--- config.mk ---
export PLATFORM = sky130hd
export DESIGN_NAME = char_lcd_4bit_nibble_sequencer_flat
export DESIGN_NICKNAME = d
export VERILOG_FILES = /design/src/hw/rtl/lcd4_pkg.sv /design/src/hw/rtl/lcd4_if.sv /design/src/hw/rtl/lcd4_front.sv /design/src/hw/rtl/lcd4_back.sv /design/src/hw/rtl/char_lcd_4bit_nibble_sequencer.sv /design/src/flat_wrapper.sv
export SDC_FILE = /design/constraint.sdc
export NUM_CORES = 1
export LEC_CHECK = 0
export BUFFER_PORTS_ARGS = -buffer_cell sky130_fd_sc_hd__buf_4
export CAP_MARGIN = 20
export CORE_MARGIN = 4
export CORE_UTILIZATION = 59
export CTS_BUF_LIST = sky130_fd_sc_hd__clkbuf_4
export DETAILED_ROUTE_END_ITERATION = 8
export GPL_TIMING_DRIVEN = 0
export PLACE_DENSITY = 0.91
export SLEW_MARGIN = 5
export SYNTH_ARGS = -nofsm -noshare
export SYNTH_HDL_FRONTEND = slang
export SYNTH_SLANG_ARGS = --single-unit
--- constraint.sdc ---
create_clock -name clk_i -period 2.8 [get_ports clk_i]
set_clock_uncertainty 0.2 [all_clocks]
set_input_delay 0.56 -clock clk_i [delete_from_list [all_inputs] [get_ports clk_i]]
set_output_delay 0.56 -clock clk_i [all_outputs]
set_load 0.05 [all_outputs]
--- src/hw/rtl/lcd4_pkg.sv ---
`default_nettype none
// ----------------------------------------------------------------------------
// lcd4_pkg
// Types, constants and the power-up init table shared by the character LCD
// 4-bit nibble sequencer.
// ----------------------------------------------------------------------------
package lcd4_pkg;

  localparam int unsigned QUEUE_DEPTH = 2;

  localparam int unsigned NIB_W    = 4;
  localparam int unsigned BYTE_W   = 8;
  localparam int unsigned BEFORE_W = 15;
  localparam int unsigned AFTER_W  = 13;
  localparam int unsigned STEP_W   = 4;

  typedef enum logic [1:0] {
    REQ_INIT     = 2'd0,
    REQ_WRITE    = 2'd1,
    REQ_SET_LINE = 2'd2,
    REQ_CLEAR    = 2'd3
  } req_type_e;

  localparam logic [BYTE_W-1:0]   CMD_TOP_LINE    = 8'h80;
  localparam logic [BYTE_W-1:0]   CMD_BOTTOM_LINE = 8'hC0;
  localparam logic [BYTE_W-1:0]   CMD_CLEAR       = 8'h01;
  localparam logic [BYTE_W-1:0]   CMD_FUNC_SET    = 8'h28;
  localparam logic [BYTE_W-1:0]   CMD_DISP_OFF    = 8'h08;
  localparam logic [BYTE_W-1:0]   CMD_ENTRY_MODE  = 8'h06;
  localparam logic [BYTE_W-1:0]   CMD_DISP_ON     = 8'h0E;
  localparam logic [NIB_W-1:0]    NIB_WAKE        = 4'h3;
  localparam logic [NIB_W-1:0]    NIB_4BIT        = 4'h2;

  localparam logic [BEFORE_W-1:0] POWERUP_WAIT_US = 15'd20000;
  localparam logic [AFTER_W-1:0]  HI_GAP_US       = 13'd15;
  localparam logic [AFTER_W-1:0]  LO_GAP_US       = 13'd55;
  localparam logic [AFTER_W-1:0]  LO_GAP_EXTRA_US = 13'd105;
  localparam logic [AFTER_W-1:0]  CLEAR_GAP_US    = 13'd5055;
  localparam logic [AFTER_W-1:0]  WAKE0_GAP_US    = 13'd5005;
  localparam logic [AFTER_W-1:0]  WAKE1_GAP_US    = 13'd205;

  localparam logic [STEP_W-1:0]   INIT_LAST_STEP  = 4'd13;
  localparam logic [STEP_W-1:0]   BYTE_LAST_STEP  = 4'd1;

  // one queued job for the back end
  typedef struct packed {
    logic                is_init;
    logic                rs;
    logic [BYTE_W-1:0]   cmd_byte;
    logic [AFTER_W-1:0]  low_after;
  } desc_t;

  typedef struct packed {
    logic [NIB_W-1:0]    nib;
    logic [BEFORE_W-1:0] pre_wait;
    logic [AFTER_W-1:0]  after;
  } nib_xfer_t;

  function automatic nib_xfer_t init_step(input logic [STEP_W-1:0] step);
    nib_xfer_t x;
    x.pre_wait = '0;
    case (step)
      4'd0: begin
        x.nib      = NIB_WAKE;
        x.pre_wait = POWERUP_WAIT_US;
        x.after    = WAKE0_GAP_US;
      end
      4'd1: begin
        x.nib   = NIB_WAKE;
        x.after = WAKE1_GAP_US;
      end
      4'd2: begin
        x.nib   = NIB_WAKE;
        x.after = LO_GAP_US;
      end
      4'd3: begin
        x.nib   = NIB_4BIT;
        x.after = LO_GAP_US;
      end
      4'd4: begin
        x.nib   = CMD_FUNC_SET[7:4];
        x.after = HI_GAP_US;
      end
      4'd5: begin
        x.nib   = CMD_FUNC_SET[3:0];
        x.after = LO_GAP_EXTRA_US;
      end
      4'd6: begin
        x.nib   = CMD_DISP_OFF[7:4];
        x.after = HI_GAP_US;
      end
      4'd7: begin
        x.nib   = CMD_DISP_OFF[3:0];
        x.after = LO_GAP_EXTRA_US;
      end
      4'd8: begin
        x.nib   = CMD_CLEAR[7:4];
        x.after = HI_GAP_US;
      end
      4'd9: begin
        x.nib   = CMD_CLEAR[3:0];
        x.after = CLEAR_GAP_US;
      end
      4'd10: begin
        x.nib   = CMD_ENTRY_MODE[7:4];
        x.after = HI_GAP_US;
      end
      4'd11: begin
        x.nib   = CMD_ENTRY_MODE[3:0];
        x.after = LO_GAP_EXTRA_US;
      end
      4'd12: begin
        x.nib   = CMD_DISP_ON[7:4];
        x.after = HI_GAP_US;
      end
      4'd13: begin
        x.nib   = CMD_DISP_ON[3:0];
        x.after = LO_GAP_EXTRA_US;
      end
      default: begin
        x.nib   = '0;
        x.after = '0;
      end
    endcase
    return x;
  endfunction

endpackage
`default_nettype wire

--- src/hw/rtl/lcd4_if.sv ---
`default_nettype none
// ----------------------------------------------------------------------------
// lcd4 channel interfaces
// Request channel into the sequencer and nibble channel out of it.
// ----------------------------------------------------------------------------
interface lcd4_req_if;
  logic       valid;
  logic       ready;
  logic [1:0] req_type;
  logic [7:0] data_byte;
  logic       is_display_data;
  logic       bottom_line;

  modport source (output valid, req_type, data_byte, is_display_data, bottom_line,
                  input ready);
  modport sink (input valid, req_type, data_byte, is_display_data, bottom_line,
                output ready);
endinterface

interface lcd4_nib_if;
  logic        valid;
  logic        ready;
  logic        reg_select;
  logic [3:0]  nibble;
  logic [14:0] wait_before_us;
  logic [12:0] wait_after_us;
  logic        last_nibble;

  modport source (output valid, reg_select, nibble, wait_before_us, wait_after_us,
                  last_nibble, input ready);
  modport sink (input valid, reg_select, nibble, wait_before_us, wait_after_us,
                last_nibble, output ready);
endinterface
`default_nettype wire

--- src/hw/rtl/lcd4_front.sv ---
`default_nettype none
// ----------------------------------------------------------------------------
// lcd4_front
// Accepts requests, turns each into a job descriptor and holds it in a small
// queue until the back end takes it.
// ----------------------------------------------------------------------------
module lcd4_front #(
  parameter int unsigned QueueDepth = lcd4_pkg::QUEUE_DEPTH
) (
  input  wire               clk_i,
  input  wire               rst_ni,
  lcd4_req_if.sink          req_i,
  output logic              q_valid_o,
  output lcd4_pkg::desc_t   q_desc_o,
  input  wire               q_pop_i
);
  import lcd4_pkg::*;

  localparam int unsigned PtrW = (QueueDepth > 1) ? $clog2(QueueDepth) : 1;
  localparam int unsigned CntW = $clog2(QueueDepth + 1);
  localparam logic [PtrW-1:0] LastPtr = PtrW'(QueueDepth - 1);
  localparam logic [CntW-1:0] FullCnt = CntW'(QueueDepth);

  desc_t           mem_q [QueueDepth];
  logic [PtrW-1:0] wr_ptr_q, rd_ptr_q;
  logic [CntW-1:0] cnt_q;
  desc_t           desc;
  logic            push, pop;

  // classify
  always_comb begin
    desc.is_init   = 1'b0;
    desc.rs        = 1'b0;
    desc.cmd_byte  = CMD_CLEAR;
    desc.low_after = CLEAR_GAP_US;
    case (req_type_e'(req_i.req_type))
      REQ_INIT: begin
        desc.is_init = 1'b1;
      end
      REQ_WRITE: begin
        desc.rs        = req_i.is_display_data;
        desc.cmd_byte  = req_i.data_byte;
        desc.low_after = req_i.is_display_data ? LO_GAP_EXTRA_US : LO_GAP_US;
      end
      REQ_SET_LINE: begin
        desc.cmd_byte  = req_i.bottom_line ? CMD_BOTTOM_LINE : CMD_TOP_LINE;
        desc.low_after = LO_GAP_EXTRA_US;
      end
      REQ_CLEAR: begin
        desc.cmd_byte  = CMD_CLEAR;
        desc.low_after = CLEAR_GAP_US;
      end
      default: begin
        desc.cmd_byte  = CMD_CLEAR;
        desc.low_after = CLEAR_GAP_US;
      end
    endcase
  end

  assign req_i.ready = (cnt_q != FullCnt);
  assign push        = req_i.valid && req_i.ready;
  assign q_valid_o   = (cnt_q != '0);
  assign pop         = q_pop_i && q_valid_o;
  assign q_desc_o    = mem_q[rd_ptr_q];

  always_ff @(posedge clk_i) begin
    if (push) begin
      mem_q[wr_ptr_q] <= desc;
    end
  end

  always_ff @(posedge clk_i or negedge rst_ni) begin
    if (!rst_ni) begin
      wr_ptr_q <= '0;
      rd_ptr_q <= '0;
      cnt_q    <= '0;
    end else begin
      if (push) begin
        wr_ptr_q <= (wr_ptr_q == LastPtr) ? '0 : wr_ptr_q + PtrW'(1);
      end
      if (pop) begin
        rd_ptr_q <= (rd_ptr_q == LastPtr) ? '0 : rd_ptr_q + PtrW'(1);
      end
      if (push && !pop) begin
        cnt_q <= cnt_q + CntW'(1);
      end else if (pop && !push) begin
        cnt_q <= cnt_q - CntW'(1);
      end
    end
  end

`ifndef SYNTHESIS
  a_cnt_bound: assert property (@(posedge clk_i) disable iff (!rst_ni)
    cnt_q <= FullCnt) else $error("queue count over depth");
  a_full_push: assert property (@(posedge clk_i) disable iff (!rst_ni)
    (cnt_q == FullCnt && !pop) |=> cnt_q == FullCnt) else $error("full queue lost entry");
  a_empty_pop: assert property (@(posedge clk_i) disable iff (!rst_ni)
    (cnt_q == '0 && !push) |=> cnt_q == '0) else $error("empty queue gained entry");
`endif

endmodule
`default_nettype wire

--- src/hw/rtl/lcd4_back.sv ---
`default_nettype none
// ----------------------------------------------------------------------------
// lcd4_back
// Takes job descriptors from the queue and steps through their nibble
// transfers, one per cycle unless nib_o stalls, into an output register.
// ----------------------------------------------------------------------------
module lcd4_back (
  input  wire               clk_i,
  input  wire               rst_ni,
  input  wire               q_valid_i,
  input  lcd4_pkg::desc_t   q_desc_i,
  output logic              q_pop_o,
  lcd4_nib_if.source        nib_o
);
  import lcd4_pkg::*;

  typedef enum logic {
    ST_IDLE,
    ST_RUN
  } state_e;

  state_e              state_q;
  desc_t               desc_q;
  logic [STEP_W-1:0]   step_q;
  logic                out_valid_q;
  logic                out_rs_q;
  logic [NIB_W-1:0]    out_nib_q;
  logic [BEFORE_W-1:0] out_before_q;
  logic [AFTER_W-1:0]  out_after_q;
  logic                out_last_q;

  nib_xfer_t           cur;
  logic                cur_last;
  logic                adv;
  logic                load;

  always_comb begin
    if (desc_q.is_init) begin
      cur      = init_step(step_q);
      cur_last = (step_q == INIT_LAST_STEP);
    end else begin
      cur.pre_wait = '0;
      cur_last     = (step_q == BYTE_LAST_STEP);
      if (step_q == '0) begin
        cur.nib   = desc_q.cmd_byte[7:4];
        cur.after = HI_GAP_US;
      end else begin
        cur.nib   = desc_q.cmd_byte[3:0];
        cur.after = desc_q.low_after;
      end
    end
  end

  assign adv     = (state_q == ST_RUN) && (!out_valid_q || nib_o.ready);
  assign q_pop_o = (state_q == ST_IDLE) || (adv && cur_last);
  assign load    = q_pop_o && q_valid_i;

  always_ff @(posedge clk_i or negedge rst_ni) begin
    if (!rst_ni) begin
      state_q      <= ST_IDLE;
      desc_q       <= '0;
      step_q       <= '0;
      out_valid_q  <= 1'b0;
      out_rs_q     <= 1'b0;
      out_nib_q    <= '0;
      out_before_q <= '0;
      out_after_q  <= '0;
      out_last_q   <= 1'b0;
    end else begin
      if (load) begin
        state_q <= ST_RUN;
        desc_q  <= q_desc_i;
        step_q  <= '0;
      end else if (adv && cur_last) begin
        state_q <= ST_IDLE;
        step_q  <= '0;
      end else if (adv) begin
        step_q <= step_q + STEP_W'(1);
      end
      if (adv) begin
        out_valid_q  <= 1'b1;
        out_rs_q     <= desc_q.rs;
        out_nib_q    <= cur.nib;
        out_before_q <= cur.pre_wait;
        out_after_q  <= cur.after;
        out_last_q   <= cur_last;
      end else if (nib_o.ready) begin
        out_valid_q <= 1'b0;
      end
    end
  end

  assign nib_o.valid          = out_valid_q;
  assign nib_o.reg_select     = out_rs_q;
  assign nib_o.nibble         = out_nib_q;
  assign nib_o.wait_before_us = out_before_q;
  assign nib_o.wait_after_us  = out_after_q;
  assign nib_o.last_nibble    = out_last_q;

`ifndef SYNTHESIS
  a_byte_steps: assert property (@(posedge clk_i) disable iff (!rst_ni)
    (state_q == ST_RUN && !desc_q.is_init) |-> step_q <= BYTE_LAST_STEP)
    else $error("byte run past its low nibble");
  a_init_steps: assert property (@(posedge clk_i) disable iff (!rst_ni)
    (state_q == ST_RUN && desc_q.is_init) |-> step_q <= INIT_LAST_STEP)
    else $error("init run past its last nibble");
  a_step_inc: assert property (@(posedge clk_i) disable iff (!rst_ni)
    (adv && !cur_last) |=> (step_q == $past(step_q) + STEP_W'(1)))
    else $error("step did not advance");
  a_last_ends: assert property (@(posedge clk_i) disable iff (!rst_ni)
    (adv && cur_last && !q_valid_i) |=> state_q == ST_IDLE)
    else $error("run did not end on last nibble");
`endif

endmodule
`default_nettype wire

--- src/hw/rtl/char_lcd_4bit_nibble_sequencer.sv ---
`default_nettype none
// ----------------------------------------------------------------------------
// char_lcd_4bit_nibble_sequencer
// Turns character LCD requests into nibble transfers for a 4-bit bus.
//
//   channel  dir  payload
//   req_i    in   req_type, data_byte, is_display_data, bottom_line
//   nib_o    out  reg_select, nibble, wait_before_us, wait_after_us,
//                 last_nibble
//
// an init request yields 14 nibbles, any other request 2, one nibble per
// cycle from the back end step counter unless nib_o stalls; a queued request
// is loaded as the last nibble of the previous one is registered.
// reset empties the queue and idles the sequencer; no clearing pass.
// a stall on nib_o holds the sequencer; the queue keeps taking requests
// until it is full.
// ----------------------------------------------------------------------------
module char_lcd_4bit_nibble_sequencer #(
  parameter int unsigned QueueDepth = lcd4_pkg::QUEUE_DEPTH
) (
  input  wire         clk_i,
  input  wire         rst_ni,
  lcd4_req_if.sink    req_i,
  lcd4_nib_if.source  nib_o
);
  import lcd4_pkg::*;

  logic  q_valid;
  desc_t q_desc;
  logic  q_pop;

  lcd4_front #(
    .QueueDepth (QueueDepth)
  ) u_front (
    .clk_i     (clk_i),
    .rst_ni    (rst_ni),
    .req_i     (req_i),
    .q_valid_o (q_valid),
    .q_desc_o  (q_desc),
    .q_pop_i   (q_pop)
  );

  lcd4_back u_back (
    .clk_i     (clk_i),
    .rst_ni    (rst_ni),
    .q_valid_i (q_valid),
    .q_desc_i  (q_desc),
    .q_pop_o   (q_pop),
    .nib_o     (nib_o)
  );

endmodule
`default_nettype wire

--- src/flat_wrapper.sv ---
// flat-port wrapper written by rule: the top's interface ports become plain ports
module char_lcd_4bit_nibble_sequencer_flat import lcd4_pkg::*;
#(
  parameter int unsigned QueueDepth = lcd4_pkg::QUEUE_DEPTH
)
  (clk_i, rst_ni, req_i_valid, req_i_req_type, req_i_data_byte, req_i_is_display_data, req_i_bottom_line, req_i_ready, nib_o_valid, nib_o_reg_select, nib_o_nibble, nib_o_wait_before_us, nib_o_wait_after_us, nib_o_last_nibble, nib_o_ready);
  lcd4_req_if req_i_i ();
  lcd4_nib_if nib_o_i ();
  input  wire clk_i;
  input  wire rst_ni;
  input wire logic [$bits(req_i_i.valid)-1:0] req_i_valid;
  input wire logic [$bits(req_i_i.req_type)-1:0] req_i_req_type;
  input wire logic [$bits(req_i_i.data_byte)-1:0] req_i_data_byte;
  input wire logic [$bits(req_i_i.is_display_data)-1:0] req_i_is_display_data;
  input wire logic [$bits(req_i_i.bottom_line)-1:0] req_i_bottom_line;
  output wire logic [$bits(req_i_i.ready)-1:0] req_i_ready;
  output wire logic [$bits(nib_o_i.valid)-1:0] nib_o_valid;
  output wire logic [$bits(nib_o_i.reg_select)-1:0] nib_o_reg_select;
  output wire logic [$bits(nib_o_i.nibble)-1:0] nib_o_nibble;
  output wire logic [$bits(nib_o_i.wait_before_us)-1:0] nib_o_wait_before_us;
  output wire logic [$bits(nib_o_i.wait_after_us)-1:0] nib_o_wait_after_us;
  output wire logic [$bits(nib_o_i.last_nibble)-1:0] nib_o_last_nibble;
  input wire logic [$bits(nib_o_i.ready)-1:0] nib_o_ready;
  assign req_i_i.valid = req_i_valid;
  assign req_i_i.req_type = req_i_req_type;
  assign req_i_i.data_byte = req_i_data_byte;
  assign req_i_i.is_display_data = req_i_is_display_data;
  assign req_i_i.bottom_line = req_i_bottom_line;
  assign req_i_ready = req_i_i.ready;
  assign nib_o_valid = nib_o_i.valid;
  assign nib_o_reg_select = nib_o_i.reg_select;
  assign nib_o_nibble = nib_o_i.nibble;
  assign nib_o_wait_before_us = nib_o_i.wait_before_us;
  assign nib_o_wait_after_us = nib_o_i.wait_after_us;
  assign nib_o_last_nibble = nib_o_i.last_nibble;
  assign nib_o_i.ready = nib_o_ready;
  char_lcd_4bit_nibble_sequencer #(.QueueDepth(QueueDepth)) u_core (.clk_i(clk_i), .rst_ni(rst_ni), .req_i(req_i_i), .nib_o(nib_o_i));
endmodule
# Word-level counts from Yosys, hierarchy flattened
# Memories as Yosys holds them, arrays and structs flattened. A register that Yosys moved wholly into a read port is not among the register bits.
# Cells that the tools add are included.
[totals]
out_inout_bits = 36
reg_bits = 44
mem_count = 1
elab_cells = 84
in_bits = 16
ram_bits = 46
[op_classes]
n_reduce_logical = 25
mux = 25
n_addsub = 5
bitwise = 1
n_eq_ne = 16
[mem_list]
columns = ["memory", "depth", "word_bits", "rd", "rd_ports_with_merged_regs", "wr", "line", "source"]
rows = [
  ["u_core.u_front.mem_q", 2, 23, 1, 1, 1, "lcd4_front.sv:24", "desc_t mem_q [QueueDepth];"],
]
[ops]
columns = ["cell", "n"]
rows = [
  ["$pmux W13 S6", 1],
  ["$pmux W21 S2", 1],
  ["$mux W32", 1],
  ["$eq A4 B4 Y1 const B", 6],
  ["$pmux W4 S6", 1],
  ["$eq A4 B3 Y1 const B", 4],
  ["$mux W4", 4],
  ["$mux W15", 1],
  ["$mux W7", 2],
  ["$mux W13", 1],
  ["$mux W1", 11],
  ["$eq A4 B2 Y1 const B", 2],
  ["$reduce_bool A2 Y1", 4],
  ["$logic_and A1 B1 Y1", 6],
  ["$reduce_or A2 Y1", 3],
  ["$reduce_or A5 Y1", 1],
  ["$add A4 B1 Y4 const B", 1],
  ["$eq A4 B1 Y1 const B", 1],
  ["$logic_not A1 Y1", 4],
  ["$logic_not A4 Y1", 1],
  ["$mux W2", 2],
  ["$reduce_or A4 Y1", 1],
  ["$reduce_bool A3 Y1", 1],
  ["$reduce_or A3 Y1", 1],
  ["9 further kinds", 11],
]

# Depth between registers and ports, before layout
[logic_depth]
depth_word = 9
depth_mapped = 10
ltp_nobuf = 8

# By module
# A second synthesis with hierarchy kept.
[hier_totals]
hier_cells = 335
area_unflattened_um2 = 4073.9
[modules_own_cells]
columns = ["module", "cells_per_inst", "instances", "area_per_inst_um2"]
rows = [
  ["lcd4_back", 239, 1, 2592.5],
  ["lcd4_front", 96, 1, 1481.4],
]

# Worst setup path after synthesis
# OpenSTA, ideal clock, no wires.
[synth_path]
path_type = "register to register"
from = "reg u_core.u_front.cnt_q[0]"
to = "mem u_core.u_front.mem_q[0][12] in the netlist's numbering, enable pin"
period_less_slack_ns = 2.266
t_arrival_ns = 1.682
setup_ns = 0.384
required_ns = 2.216
path_slack_ns = 0.534
stages_incl_launch_ff = 4
cell_sequence = "dfrtp_1 > nand2b_1 > nand2_1 > nor2_1"
[synth_between]
elab_chain_cells = 4
[synth_rtl]
columns = ["item", "line", "source"]
rows = [
  ["start, declared", "lcd4_front.sv:26", "logic [CntW-1:0] cnt_q;"],
  ["start signal, assigned", "lcd4_front.sv:85", "cnt_q <= cnt_q + CntW'(1);"],
  ["start signal, assigned", "lcd4_front.sv:87", "cnt_q <= cnt_q - CntW'(1);"],
  ["$ne A2 B2 Y1", "lcd4_front.sv:60", "assign req_i.ready = (cnt_q != FullCnt);"],
  ["via req_i_ready", "flat_wrapper.sv:16", "output wire logic [$bits(req_i_i.ready)-1:0] req_i_ready;"],
  ["$logic_and A1 B1 Y1", "lcd4_front.sv:61", "assign push = req_i.valid && req_i.ready;"],
  ["$mux W1", "lcd4_front.sv:67", "if (push) begin"],
  ["$mux W1 (not written as such)", "lcd4_front.sv:68", "mem_q[wr_ptr_q] <= desc;"],
  ["end, declared", "lcd4_front.sv:24", ""],
]
# The timed path passes the listed nets, and every way through them passes these cells.

# Final worst setup path
[layout_path]
from = "reg u_core.u_back.step_q[1]"
to = "reg u_core.u_front.cnt_q[1]"
[layout_between]
elab_chain_cells = 8
[layout_rtl]
columns = ["item", "line", "source"]
rows = [
  ["start, declared", "lcd4_back.sv:24", "logic [STEP_W-1:0] step_q;"],
  ["start signal, assigned", "lcd4_back.sv:78", "step_q <= step_q + STEP_W'(1);"],
  ["$eq A4 B1 Y1 or $eq A4 B4 Y1 (tied branches)", "lcd4_back.sv:43, lcd4_back.sv:40", ""],
  ["$mux W1 *", "lcd4_back.sv:38", "if (desc_q.is_init) begin"],
  ["$logic_and A1 B1 Y1 *", "lcd4_back.sv:55", "assign q_pop_o = (state_q == ST_IDLE) || (adv && cur_last);"],
  ["$logic_or A1 B1 Y1 *", "lcd4_back.sv:55", ""],
  ["$logic_and A1 B1 Y1 *", "lcd4_front.sv:63", "assign pop = q_pop_i && q_valid_o;"],
  ["$logic_not A1 Y1", "lcd4_front.sv:84", "if (push && !pop) begin"],
  ["$logic_and A1 B1 Y1", "lcd4_front.sv:84", ""],
  ["$mux W2 or $reduce_bool A2 Y1 (tied branches)", "--", ""],
]
# Mark *: on every way between the ends. The rest lies on a longest branch, timed or not.
# A chain may end at the register's enable or synchronous reset.

==> reports/metrics.cfg <==
[sta]
layout_min_cycle_time_ns = 2.46
portion_of_the_clock_cycle_consumed_by_the_worst_path_in_the_final_layout_pct = 87.9
fin_setup_tns_ns = 0
setup_viol = 0
setup_slack_of_the_critical_path_after_layout_ns = 0.338
maxSlewViolCount = 0
finalHoldViolCount = 0
worstMarginPinSlew_ns = 0.634
achievable-frequency_mhz = 406
max_slew_margin_pct = 57.7
grt_setup_unrepaired = false

[layout]
register_area_mm2 = 0.00187
fin_cells = 456
multi_input_area_mm2 = 0.00139
final_common_cell = sky130_fd_sc_hd__buf_4
post_route_cells_drive_above_1_share_pct = 27.9
core_util_final_pct = 72.7
final.fill_count = 420
layout.cells.most_common_list = sky130_fd_sc_hd__buf_4 (58), sky130_fd_sc_hd__dfrtp_1 (41), sky130_fd_sc_hd__edfxtp_1 (28)
antenna_cells_inserted = 0
nets = 404
synthToLayoutAreaGrowth_pct = 16.6

[floorplan]
horiz_die_dim_um = 85.2
design.core.area_mm2 = 0.00564
die-area_mm2 = 0.00726
num_rows = 27
die_height_um = 85.2
design.portCount = 52
initial_core_util_pct = 62.3

[job]
cap_violations = 0

[place]
post-place-cells = 438
place.detailed.hpwl_um = 5520
preCtsSetupSlack_ns = 0.263
port_buffers = 39
gp_routability_congestion = 0.891

[drt]
via_count = 2532
route.antenna.remaining_nets = 0
routed_wl_um = 7480
vias_per_cell = 5.55
drtPass1Iterations = 5
remaining_drc_errors = 0
drt_first_iter_violations = 177
drt-wirelength-per-cell_um = 16.4

[clocking]
cts_tree = built
clock_sinks = 69
postCtsSetupRepairBufs = 0
clk_transition_reported_paths_ns = 0.13
cts_root_buf = sky130_fd_sc_hd__clkbuf_4
cts_repair_resize_count = 0
cts.htree.levels = 3
cts.path.max_buffers = 2
clk-insertion-delay-late_ns = 0.43
cts-buffers-inserted = 9

[setup_path]
timing.rr.start = u_core.u_back.step_q[1]
critical_path_class = register to register
critPathMaxFanout = 10
reg2reg_depth = 10
critical_path.startpoint_type = register
worst_ep_arrival_time_ns = 2.59
crit_end = u_core.u_front.cnt_q[1]
timing.critical_path.from = u_core.u_back.step_q[1]
register_to_register_path_setup_slack_ns = 0.34
worst_setup_path_end_kind = register
worstReg2RegEnd = u_core.u_front.cnt_q[1]
crit_required_ns = 2.93

[grt]
grt_max_degree = 42
grt_pass1_vias = 2601
initial_antenna_violation_count = 0
grt_overflow = 0
grt_use_total_pct = 22.7
grt_first_pass_wirelength_um = 12800

[power]
fin_total_pwr_uw = 4860
power-per-cell-area_mw_per_mm2 = 1190
ir_drop_v = 0.000725
static-leakage-power_uw = 0.00182

[logic_synthesis]
synth.cell_area_mm2 = 0.00352
postSynthRegisterBits = 69
post_synth_num_cell_types = 53
post_synthesis_average_cell_area_um2 = 11.1
synth-edff-count = 28
yosys_warnings = 0
yosysSeqAreaShare_pct = 53.1
dominantRegCellSynth = sky130_fd_sc_hd__dfrtp_1
synth_async_sr_flop_share_pct = 59.4
synthesized_instance_count = 316

[worst_hold_path]
min_path_type = input port to register
worstHoldPathCells = 2

[outcome]
run_status = completed

per-stage QoR:
stage	instance area, µm²	hold slack, ns
5_1_grt	4100	0.229
3_5_place_dp	3940	0.272
4_1_cts	4090	0.217
2_1_floorplan	3560	0.0644
6_report	4100	0.233
3_3_place_gp	3940	0.262
cell type report:
| class | count | area share, % |
|---|---|---|
| Buffer | 39 | 6.59 |
| Clock buffer | 9 | 1.65 |
| Clock inverter | 7 | 1.80 |
| Inverter | 9 | 0.824 |
| Multi-Input combinational cell | 210 | 33.8 |
| Sequential cell | 69 | 45.5 |
| Tap cell | 72 | 2.20 |
| Timing Repair Buffer | 41 | 7.57 |
routing by layer:
layer / global-route usage [%] / share of wire (%) / up-vias
li1: - / - / 1227
met1: 26.7 / 38 / 1209
met2: 39.9 / 53 / 77
met3: 5.05 / 6.5 / 19
met4: 9.50 / 2.1 / 0
met5: 0 / 0 / -
sequential cells by signal, summed over array words and instances, names as in the netlist:
name and cells:
u_core.u_back.desc_q 15, u_core.u_back.nib_o.last_nibble 1, u_core.u_back.nib_o.nibble 4, u_core.u_back.nib_o.reg_select 1
u_core.u_back.nib_o.valid 1, u_core.u_back.nib_o.wait_after_us 9, u_core.u_back.nib_o.wait_before_us 1, u_core.u_back.state_q 1
u_core.u_back.step_q 4, u_core.u_front.cnt_q 2, u_core.u_front.mem_q 28, u_core.u_front.rd_ptr_q 1
u_core.u_front.wr_ptr_q 1
cells in the mapped netlist (3+ instances only):
master | count | area, µm²
sky130_fd_sc_hd__o211ai_1 | 5 | 37.5
sky130_fd_sc_hd__buf_4 | 18 | 135
sky130_fd_sc_hd__edfxtp_1 | 28 | 841
sky130_fd_sc_hd__a21o_1 | 3 | 22.5
sky130_fd_sc_hd__ha_1 | 9 | 113
sky130_fd_sc_hd__nand3_1 | 17 | 85.1
sky130_fd_sc_hd__clkbuf_1 | 8 | 30.0
sky130_fd_sc_hd__a31oi_1 | 5 | 31.3
sky130_fd_sc_hd__mux2_2 | 4 | 45.0
sky130_fd_sc_hd__o21ai_2 | 8 | 70.1
sky130_fd_sc_hd__a21oi_1 | 12 | 60.1
sky130_fd_sc_hd__dfrtp_1 | 41 | 1030
sky130_fd_sc_hd__inv_1 | 8 | 30.0
sky130_fd_sc_hd__buf_6 | 4 | 45.0
sky130_fd_sc_hd__mux2i_1 | 17 | 170
sky130_fd_sc_hd__nor2_1 | 16 | 60.1
sky130_fd_sc_hd__o21ai_0 | 22 | 110
sky130_fd_sc_hd__and2_1 | 7 | 43.8
sky130_fd_sc_hd__nand2b_1 | 8 | 50.1
sky130_fd_sc_hd__buf_2 | 8 | 40.0
sky130_fd_sc_hd__nand2_1 | 26 | 97.6
sky130_fd_sc_hd__or3_1 | 3 | 18.8
cell families after synthesis:
kind of cell             count (synthesis)  synth area share, %
adder cells (fa/ha/maj)                  9                 3.20
AO/OA/AOI/OAI                           71                 13.9
flip-flops                              69                 53.1
other                                    1                0.107
AND/OR/NAND/NOR                         92                 13.5
buffers and inverters                   48                 8.65
multiplexers                            21                 6.12
XOR/XNOR                                 5                 1.46
critical path, stage by stage, from the launching register on:
cell	delay, ns
sky130_fd_sc_hd__dfrtp_1	0.46
sky130_fd_sc_hd__inv_1	0.13
sky130_fd_sc_hd__ha_1	0.24
sky130_fd_sc_hd__o2111ai_4	0.19
sky130_fd_sc_hd__and2_4	0.21
sky130_fd_sc_hd__buf_6	0.13
sky130_fd_sc_hd__buf_12	0.15
sky130_fd_sc_hd__ha_1	0.19
sky130_fd_sc_hd__xor2_1	0.15
sky130_fd_sc_hd__nor2_1	0.15
sky130_fd_sc_hd__xor2_1	0.19
where the power goes:
group / total (µW) / internal, µW / switching, µW
clock: 653 / 275 / 378
combinational: 2550 / 938 / 1610
sequential: 1660 / 1430 / 225
how the worst min path moves through the flow:
stage | slack (ns) | startpoint | endpoint
4_1_cts | 0.22 | req_i_data_byte[4] | u_core.u_front.mem_q[1][17]
5_1_grt | 0.23 | req_i_data_byte[1] | u_core.u_front.mem_q[0][14]
2_1_floorplan | 0.06 | rst_ni | u_core.u_back.desc_q[12]
6_report | 0.23 | req_i_data_byte[4] | u_core.u_front.mem_q[0][17]
3_3_place_gp | 0.26 | u_core.u_back.nib_o.nibble[2] | u_core.u_back.nib_o.nibble[2]
3_5_place_dp | 0.27 | u_core.u_back.desc_q[21] | u_core.u_back.nib_o.reg_select
timing repair:
action                     4_1_cts  5_1_grt
hold buffers                     1        0
setup endpoints to repair        0        0
hold endpoints to repair        41        0
(Power assumes the default switching activity.)
